### src/rtl/bset_pkg.sv
`default_nettype none
// ----------------------------------------------------------------------------
// bset_pkg
// types and constants shared by the bounded unique set block: beat payloads,
// operation codes and the controller command group
// ----------------------------------------------------------------------------
package bset_pkg;

  // operation codes
  typedef enum logic [1:0] {
    OP_ADD    = 2'd0,
    OP_REMOVE = 2'd1,
    OP_MEMBER = 2'd2,
    OP_READ   = 2'd3
  } op_t;

  // capacity register after reset
  localparam logic [5:0] CAP_RESET = 6'd10;

  // input beat
  typedef struct packed {
    op_t                operation;
    logic signed [31:0] value;
    logic        [4:0]  index;
  } in_item_t;

  // result beat
  typedef struct packed {
    logic               found;
    logic               stored;
    logic        [5:0]  count;
    logic signed [31:0] entry_value;
  } out_item_t;

  // controller to datapath
  typedef struct packed {
    logic load;    // capture input beat and lane match vector
    logic commit;  // apply operation and write result register
  } ctrl_cmd_t;

endpackage
`default_nettype wire

### src/rtl/bset_dp.sv
`default_nettype none
// ----------------------------------------------------------------------------
// bset_dp
// datapath: entry lanes with per-lane compare, registered match vector,
// append / compaction shift, capacity register and result register
// ----------------------------------------------------------------------------
module bset_dp
  import bset_pkg::*;
#(
  parameter int DEPTH = 32
) (
  input  wire logic      clk,
  input  wire logic      rst_n,
  input  wire ctrl_cmd_t cmd,
  input  wire in_item_t  in_data,
  input  wire logic      cfg_wr_en,
  input  wire logic [5:0] cfg_wr_data,
  output out_item_t      out_data
);

  localparam int IW = (DEPTH > 1) ? $clog2(DEPTH) : 1;
  localparam int CW = $clog2(DEPTH + 1);
  localparam int KW = (CW > 6) ? CW : 6;

  logic signed [31:0] cells_r [DEPTH];
  logic [DEPTH-1:0]   match_r;
  logic [DEPTH-1:0]   match_nxt;
  logic [DEPTH-1:0]   shift_mask;
  logic [CW-1:0]      count_r;
  logic [CW-1:0]      count_nxt;
  logic [5:0]         cap_r;
  op_t                op_r;
  logic signed [31:0] value_r;
  logic [4:0]         index_r;
  out_item_t          res_r;
  out_item_t          res_nxt;

  logic          hit;
  logic          add_ok;
  logic          rd_ok;
  logic [KW-1:0] count_ext;
  logic [KW-1:0] cap_ext;
  logic [KW-1:0] cap_eff;
  logic [IW-1:0] wr_addr;
  logic [IW-1:0] rd_addr;

  // lane compare against the incoming value, live lanes only
  always_comb begin
    for (int i = 0; i < DEPTH; i++) begin
      match_nxt[i] = (CW'(i) < count_r) && (cells_r[i] == in_data.value);
    end
  end

  assign hit        = |match_r;
  // lanes at and above the single matching lane
  assign shift_mask = ~(match_r - DEPTH'(1));
  assign count_ext  = KW'(count_r);
  assign cap_ext    = KW'(cap_r);
  assign cap_eff    = (cap_ext > KW'(DEPTH)) ? KW'(DEPTH) : cap_ext;
  assign add_ok     = (op_r == OP_ADD) && !hit && (count_ext < cap_eff);
  assign rd_ok      = (op_r == OP_READ) && (KW'(index_r) < count_ext);
  assign wr_addr    = IW'(count_r);
  assign rd_addr    = IW'(index_r);

  always_comb begin
    count_nxt = count_r;
    if (add_ok) begin
      count_nxt = count_r + CW'(1);
    end else if ((op_r == OP_REMOVE) && hit) begin
      count_nxt = count_r - CW'(1);
    end
  end

  always_comb begin
    res_nxt.found       = (op_r == OP_READ) ? rd_ok : hit;
    res_nxt.stored      = add_ok;
    res_nxt.count       = 6'(count_nxt);
    res_nxt.entry_value = rd_ok ? cells_r[rd_addr] : 32'sd0;
  end

  // control state
  always_ff @(posedge clk) begin
    if (!rst_n) begin
      count_r <= '0;
      cap_r   <= CAP_RESET;
      match_r <= '0;
    end else begin
      if (cfg_wr_en) begin
        cap_r <= cfg_wr_data;
      end
      if (cmd.load) begin
        match_r <= match_nxt;
      end
      if (cmd.commit) begin
        count_r <= count_nxt;
      end
    end
  end

  // payload
  always_ff @(posedge clk) begin
    if (cmd.load) begin
      op_r    <= in_data.operation;
      value_r <= in_data.value;
      index_r <= in_data.index;
    end
    if (cmd.commit) begin
      res_r <= res_nxt;
      case (op_r)
        OP_ADD: begin
          if (add_ok) begin
            cells_r[wr_addr] <= value_r;
          end
        end
        OP_REMOVE: begin
          if (hit) begin
            for (int i = 0; i < DEPTH - 1; i++) begin
              if (shift_mask[i]) begin
                cells_r[i] <= cells_r[i+1];
              end
            end
          end
        end
        default: begin
        end
      endcase
    end
  end

  assign out_data = res_r;

`ifndef ASSERT_OFF
  // values are unique, so at most one lane can match
  a_match_unique: assert property (@(posedge clk) disable iff (!rst_n)
    $onehot0(match_r))
    else $error("more than one lane matched");

  a_count_bound: assert property (@(posedge clk) disable iff (!rst_n)
    count_r <= CW'(DEPTH))
    else $error("entry count beyond depth");

  a_count_hold: assert property (@(posedge clk) disable iff (!rst_n)
    !cmd.commit |=> $stable(count_r))
    else $error("entry count moved without a commit");
`endif

endmodule
`default_nettype wire

### src/rtl/bset_ctrl.sv
`default_nettype none
// ----------------------------------------------------------------------------
// bset_ctrl
// controller: accepts one beat, then commits it into the result register
// once that register is free; owns the result valid flag
// ----------------------------------------------------------------------------
module bset_ctrl
  import bset_pkg::*;
(
  input  wire logic clk,
  input  wire logic rst_n,
  input  wire logic in_valid,
  output logic      in_stall,
  output logic      out_valid,
  input  wire logic out_stall,
  output ctrl_cmd_t cmd
);

  typedef enum logic {
    S_IDLE,
    S_UPDATE
  } state_t;

  state_t state_r;
  state_t state_nxt;
  logic   out_valid_r;
  logic   out_valid_nxt;
  logic   out_free;

  assign in_stall   = (state_r != S_IDLE);
  assign out_free   = !out_valid_r || !out_stall;
  assign cmd.load   = in_valid && !in_stall;
  assign cmd.commit = (state_r == S_UPDATE) && out_free;

  always_comb begin
    state_nxt     = state_r;
    out_valid_nxt = out_valid_r;
    if (out_valid_r && !out_stall) begin
      out_valid_nxt = 1'b0;
    end
    case (state_r)
      S_IDLE: begin
        if (cmd.load) begin
          state_nxt = S_UPDATE;
        end
      end
      S_UPDATE: begin
        if (out_free) begin
          state_nxt     = S_IDLE;
          out_valid_nxt = 1'b1;
        end
      end
      default: begin
        state_nxt = S_IDLE;
      end
    endcase
  end

  always_ff @(posedge clk) begin
    if (!rst_n) begin
      state_r     <= S_IDLE;
      out_valid_r <= 1'b0;
    end else begin
      state_r     <= state_nxt;
      out_valid_r <= out_valid_nxt;
    end
  end

  assign out_valid = out_valid_r;

`ifndef ASSERT_OFF
  a_busy_after_load: assert property (@(posedge clk) disable iff (!rst_n)
    cmd.load |=> in_stall)
    else $error("accepted a beat while one is in flight");

  a_commit_sets_valid: assert property (@(posedge clk) disable iff (!rst_n)
    cmd.commit |=> out_valid)
    else $error("committed result not presented");
`endif

endmodule
`default_nettype wire

### src/rtl/bounded_unique_set_top.sv
`default_nettype none
// ----------------------------------------------------------------------------
// bounded_unique_set_top
// bounded set of signed 32-bit values kept in insertion order, with add,
// remove, member query and read-by-index operations
// ----------------------------------------------------------------------------
// Each input beat carries one operation and yields exactly one result beat
// with found, stored, the entry count after the operation and, for a read,
// the entry. In the cycle a beat is accepted its value is compared against
// every live lane in parallel and the match vector is registered; the
// operation is then applied (append at the tail, or a one-place shift of
// the lanes above the single match) and the result register is loaded once
// it is free, so a result held by out_stall holds the commit. The input side
// then takes the next beat while the result still waits on the output. The
// store is empty after reset, with no clearing pass; capacity is cfg_wr_data,
// clamped to DEPTH, 10 after reset, and the user must write it only while no
// beat is in flight; the block itself does not enforce this.
// ----------------------------------------------------------------------------
module bounded_unique_set_top
  import bset_pkg::*;
#(
  parameter int DEPTH = 32
) (
  input  wire logic      clk,
  input  wire logic      rst_n,
  // input channel
  input  wire logic      in_valid,
  output logic           in_stall,
  input  wire in_item_t  in_data,
  // result channel
  output logic           out_valid,
  input  wire logic      out_stall,
  output out_item_t      out_data,
  // capacity register
  input  wire logic      cfg_wr_en,
  input  wire logic [5:0] cfg_wr_data
);

  ctrl_cmd_t cmd;

  // sequencing and result handshake
  bset_ctrl u_ctrl (
    .clk       (clk),
    .rst_n     (rst_n),
    .in_valid  (in_valid),
    .in_stall  (in_stall),
    .out_valid (out_valid),
    .out_stall (out_stall),
    .cmd       (cmd)
  );

  // entry lanes, compare, compaction and result register
  bset_dp #(
    .DEPTH (DEPTH)
  ) u_dp (
    .clk         (clk),
    .rst_n       (rst_n),
    .cmd         (cmd),
    .in_data     (in_data),
    .cfg_wr_en   (cfg_wr_en),
    .cfg_wr_data (cfg_wr_data),
    .out_data    (out_data)
  );

endmodule
`default_nettype wire

### config.mk
export PLATFORM = sky130hd
export DESIGN_NAME = bounded_unique_set_top
export DESIGN_NICKNAME = d
export VERILOG_FILES = /design/src/rtl/bset_pkg.sv /design/src/rtl/bset_dp.sv /design/src/rtl/bset_ctrl.sv /design/src/rtl/bounded_unique_set_top.sv
export SDC_FILE = /design/constraint.sdc
export NUM_CORES = 2
export LEC_CHECK = 0
export BUFFER_PORTS_ARGS = -buffer_cell sky130_fd_sc_hd__buf_2
export CORE_UTILIZATION = 55
export DETAILED_ROUTE_END_ITERATION = 6
export PLACE_DENSITY = 0.72
export SKIP_CTS_REPAIR_TIMING = 1
export SLEW_MARGIN = 20
export SYNTH_ARGS = -nofsm -noshare
export SYNTH_HDL_FRONTEND = slang
export SYNTH_SLANG_ARGS = --single-unit
### constraint.sdc
create_clock -name clk -period 7.8 [get_ports clk]
set_input_delay 0.39 -clock clk [delete_from_list [all_inputs] [get_ports clk]]
set_output_delay 0.39 -clock clk [all_outputs]
set_load 0.03 [all_outputs]
# --- Word-level counts from Yosys, hierarchy flattened ---
# Memory sizes are Yosys's and may differ from the RTL's. A register that Yosys moved wholly into a read port is not among the register bits.
# Cells that the tools add are included.
totals:
  ff_bits: 93
  mem_bits_rw: 1024
  inputBits: 50
  output_inout_bits: 42
  elab_cells: 306
  memories: 1
classes:
  addsub: 3
  magnitude_cmp: 35
  eq_ne: 34
  n_mux: 172
  n_bitwise: 2
  n_reduce_logical: 48
mem_list:
  columns: ["memory", "words", "word_bits", "read_ports", "rd_clocked_by_memory_dff", "wr", "line_no", "text"]
  rows:
  - ["u_dp.cells_r", 32, 32, 33, 1, 31, "bset_dp.sv:25", "logic signed [31:0] cells_r [DEPTH];"]
ops:
  columns: ["op", "count"]
  rows:
  - ["$eq A32 B32 Y1", 32]
  - ["$mux W1", 166]
  - ["$lt A5 B6 Y1 const A", 16]
  - ["$reduce_or A32 Y1", 2]
  - ["$lt A4 B6 Y1 const A", 8]
  - ["$logic_and A1 B1 Y1", 39]
  - ["$mux W32", 1]
  - ["$not A31 Y31", 1]
  - ["$sub A31 B1 Y31 const B", 1]
  - ["$lt A3 B6 Y1 const A", 4]
  - ["$mux W6", 3]
  - ["$lt A1 B6 Y1 const A", 2]
  - ["$lt A2 B6 Y1 const A", 2]
  - ["$add A6 B1 Y6 const B", 1]
  - ["$gt A6 B6 Y1 const B", 1]
  - ["$lt A5 B6 Y1", 1]
  - ["$lt A6 B6 Y1", 1]
  - ["$sub A6 B1 Y6 const B", 1]
  - ["$logic_not A1 Y1", 5]
  - ["$mux W5", 1]
  - ["$eq A2 B1 Y1 const B", 1]
  - ["$eq A2 B2 Y1 const B", 1]
  - ["$logic_not A2 Y1", 1]
  - ["$pmux W1 S2", 1]
  - ["other kinds (2)", 2]

# --- Logic depth before layout (Yosys ltp) ---
logic_depth:
  ltp_word: 9
  depth_mapped: 11
  ltp_nobuf: 9

# --- By module ---
# From an unflattened synthesis, not the netlist that was laid out.
unflattened:
  hier_cells: 4723
  area_unflattened_um2: 68159.1
by_module_without_submodules:
  columns: ["mod", "n_inst", "cells_each", "area_per_inst_um2", "seq_area_each_um2"]
  rows:
  - ["bset_dp", 1, 4715, 68077.8, 34002.6]
  - ["bset_ctrl", 1, 8, 81.3, 40.0]

# --- Worst setup path after synthesis ---
# Ideal clock, no wire load.
synth_path:
  path_type: "register to register"
  from: "register u_dp.match_r[14]"
  to: "memory u_dp.cells_r[12][0] (enable)"
  setup_ns: 0.466
  arrival_ns: 4.479
  required_ns: 7.334
  slack_ns: 2.855
  path_stages_with_launch: 9
  path_buffers: 2
  synth_period_minus_slack_ns: 4.945
  cell_sequence: "dfxtp_1 or4_4 or2_4 nor4_1 buf_4 buf_2 and3_1 nand2_1 o21ai_0"
synth_lines:
  columns: ["element", "line_no", "text"]
  rows:
  - ["from (decl)", "bset_dp.sv:26", "logic [DEPTH-1:0] match_r;"]
  - ["from (signal assigned)", "bset_dp.sv:92", "match_r <= match_nxt;"]
  - ["to (decl)", "bset_dp.sv:25", null]

==> results.sh <==
export IMPL_outcome="complete, no violations"
export IMPL_drive_gt1_share_pct=37.3
export IMPL_critPathArrivalTime_ns=5.00
export IMPL_grt_antenna_before_repair=35
export IMPL_pin_count=92
export IMPL_drv_cap=0
export IMPL_timing_critical_path_from="u_dp.match_r[4]"
export IMPL_unrepaired_setup_endpoints_after_global_routing="false"
export IMPL_cts_tree="built"
export IMPL_vias_per_cell=7.41
export IMPL_path_max_fanout=32
export IMPL_replace_congestion=1.04
export IMPL_wire_length_of_the_first_global_routing_pass_mm=369
export IMPL_design_die_area_um2=126000
export IMPL_crit_required_ns=8.19
export IMPL_post_drt_wl_per_cell_um=42.8
export IMPL_totalPowerFinal_mw=14.6
export IMPL_hold_worst_slack_ns=0.0186
export IMPL_netlist_cell_type_count=67
export IMPL_dieHeight_um=354
export IMPL_power_share_sequential_pct=46.8
export IMPL_power_density_nw_per_um2=195
export IMPL_fillers=9289
export IMPL_synth_top_cell_area_share_pct=48.5
export IMPL_setup_total_negative_slack_ns=0
export IMPL_r2r_slack_ns=3.18
export IMPL_asr_flop_ratio_synth_pct=0
export IMPL_peakVddDrop_v=0.000255
export IMPL_track_usage_pct=43.0
export IMPL_power_clock_fraction_pct=41.3
export IMPL_worst_setup_path_start_kind="register"
export IMPL_via_count=47346
export IMPL_worst_setup_skew_after_layout_ns=0.0365
export IMPL_fmax_mhz=217
export IMPL_cts_root_buf="clkbuf_16"
export IMPL_timing_final_ws_setup_ns=3.18
export IMPL_die_width_um=354
export IMPL_cts_clk_slew_worst_paths_ns=0.07
export IMPL_worst_r2r_endpoint="u_dp.cells_r[18][1]"
export IMPL_synth_top_flop_cell="edfxtp_1"
export IMPL_postSynthRegisterBits=1149
export IMPL_rr_worst_depth=7
export IMPL_finalCritPeriodShare_pct=59.2
export IMPL_h_tree_depth=3
export IMPL_critical_register_to_register_path_startpoint="u_dp.match_r[4]"
export IMPL_drt_initial_drc_count=9537
export IMPL_cts_bufs_inserted=121
export IMPL_final_cell_area_um2=74800
export IMPL_first_global_vias=44014
export IMPL_numPortBuffers=91
export IMPL_power_internal_mw=10.9
export IMPL_crit_path_end="u_dp.cells_r[18][1]"
export IMPL_finish_net_count=4708
export IMPL_core_area_um2=123000
export IMPL_stdcell_count=6387
export IMPL_count_of_antenna_violating_nets_left_after_detailed_routing=0
export IMPL_p_leak_nw=24.1
export IMPL_clk_insertion_delay_late_ns=0.78
export IMPL_layout_area_seq_um2=34000
export IMPL_hp_class="input port to register"
export IMPL_detailed_place_hpwl_mm=188
export IMPL_yosysWarnings=0
export IMPL_synth_fp_nets=4766
export IMPL_postSynthCellCount=4702
export IMPL_final_max_slew_viol_count=0
export IMPL_combined_area_of_the_multi_input_logic_cells_um2=32800
export IMPL_synth_area_top_cells="edfxtp_1, mux2_2, mux4_2"
export IMPL_total_switching_power_mw=3.74
export IMPL_layout_common_cells="edfxtp_1, mux2_2, xor2_1, xnor2_1, mux4_2"
export IMPL_post_route_drc=0
export IMPL_global_route_overflow_total=0
export IMPL_drt_pre_antenna_iters=6
export IMPL_place_detailed_instances=6126
export IMPL_power_frac_comb_pct=11.9
export IMPL_fp_row_count=128
export IMPL_leading_cell_type_in_the_layout_fill_and_taps_excluded="edfxtp_1"
export IMPL_timing_final_hold_violations=0
export IMPL_p_sw_share_pct=25.6
export IMPL_final_wirelength_mm=273
export IMPL_initial_core_util_pct=55.8
export IMPL_syn_cell_area_um2=68300
export IMPL_number_of_enable_flip_flop_cells_after_synthesis=1103
export IMPL_area_growth_syn_to_layout_pct=9.50
export IMPL_cts_sinks=1149
export IMPL_setup_violations=0
export IMPL_syn_mean_instance_area_um2=14.5
export IMPL_bufs_on_longest_clock_path=3
export IMPL_grt_max_degree=119
export IMPL_detailedPlace_worstSlack_ns=3.08
export IMPL_slew_headroom_pct=12.7
export IMPL_synth_seq_area_share_pct=49.8
export IMPL_dpl_cell_area_um2=70500
export IMPL_critPathKind="register to register"
export IMPL_tightest_slew_ns=1.30
export IMPL_critical_path_endpoint_type="register"
export IMPL_final_min_clock_period_ns=4.62
export IMPL_postLayoutCoreUtil_pct=61.1
export IMPL_netlist_top_cell_by_area="edfxtp_1"
logic make-up after synthesis:
| group | share of synthesized area [%] |
|---|---|
| XOR/XNOR | 13.5 |
| flip-flops | 49.8 |
| AO/OA/AOI/OAI | 1.53 |
| multiplexers | 27.2 |
| adder cells (fa/ha/maj) | 0.256 |
| buffers and inverters | 2.78 |
| AND/OR/NAND/NOR | 4.91 |
cells in the mapped netlist, types with 11 or more instances:
cell      instances
edfxtp_1       1103
mux2_2          939
xor2_1          540
xnor2_1         514
mux4_2          320
clkbuf_1        270
nor4_1          175
nand4_1         157
buf_1            86
nand2_1          64
dfxtp_1          46
nor2_1           40
nor3_1           37
nand3_1          35
a22o_1           32
o21ai_0          32
buf_2            29
mux2_4           29
mux2_1           24
a21boi_0         23
buf_4            20
buf_6            20
a21oi_1          15
nor2b_1          15
ha_1             14
o21bai_1         11
registers in the layout (all words and copies together) (netlist names):
register and flops:
u_dp.cells_r 1024, u_dp.out_data 40, u_dp.match_r 32, u_dp.value_r 32, u_dp.cap_ext 6, u_dp.count_ext 6
u_dp.index_r 5, u_dp.op_r 2, u_ctrl.in_stall 1, u_ctrl.out_valid 1
worst min-delay path by stage:
stage                     start             endpoint  cells past startpoint
2_1_floorplan  u_dp.match_r[31]     u_dp.match_r[31]                      2
3_5_place_dp    u_dp.value_r[5]  u_dp.cells_r[31][5]                      0
6_report              cfg_wr_en      u_dp.cap_ext[1]                      3
5_1_grt               cfg_wr_en      u_dp.cap_ext[1]                      3
4_1_cts              in_data[0]      u_dp.index_r[0]                      1
3_3_place_gp    u_dp.value_r[5]  u_dp.cells_r[31][5]                      0
cell type report:
class                           instances  share of cell area, %
Clock buffer                          159                   4.46
Clock inverter                         66                  0.907
Timing Repair Buffer                  244                   2.40
Multi-Input combinational cell       3116                   43.9
Antenna cell                           16                 0.0535
Tap cell                             1625                   2.72
Sequential cell                      1149                   45.5
Inverter                               12                 0.0619
worst max-delay path: stages, from the launching register on:
cell	delay, ns
dfxtp_1	0.38
or4_1	0.73
nor4_1	0.56
nand4_1	0.43
nor3_1	0.35
nand2_1	0.46
buf_4	0.39
o21bai_4	0.90
power groups by stage:
stage | Combinational [mW] | Clock, mW | Sequential, mW
floorplan | 0.956 | 0 | 6.99
global placement | 1.61 | 0 | 6.97
detailed placement | 1.63 | 0 | 6.97
CTS | 1.64 | 6.00 | 6.84
global route | 1.73 | 6.23 | 6.84
finish | 1.74 | 6.04 | 6.84
routing by layer:
layer	global-route usage (%)	wire, um
met1	57.5	95800
met2	56.6	108000
met3	21.7	51900
met4	22.8	17200
met5	1.02	394
No activity file was read; power rests on OpenSTA's default activity.
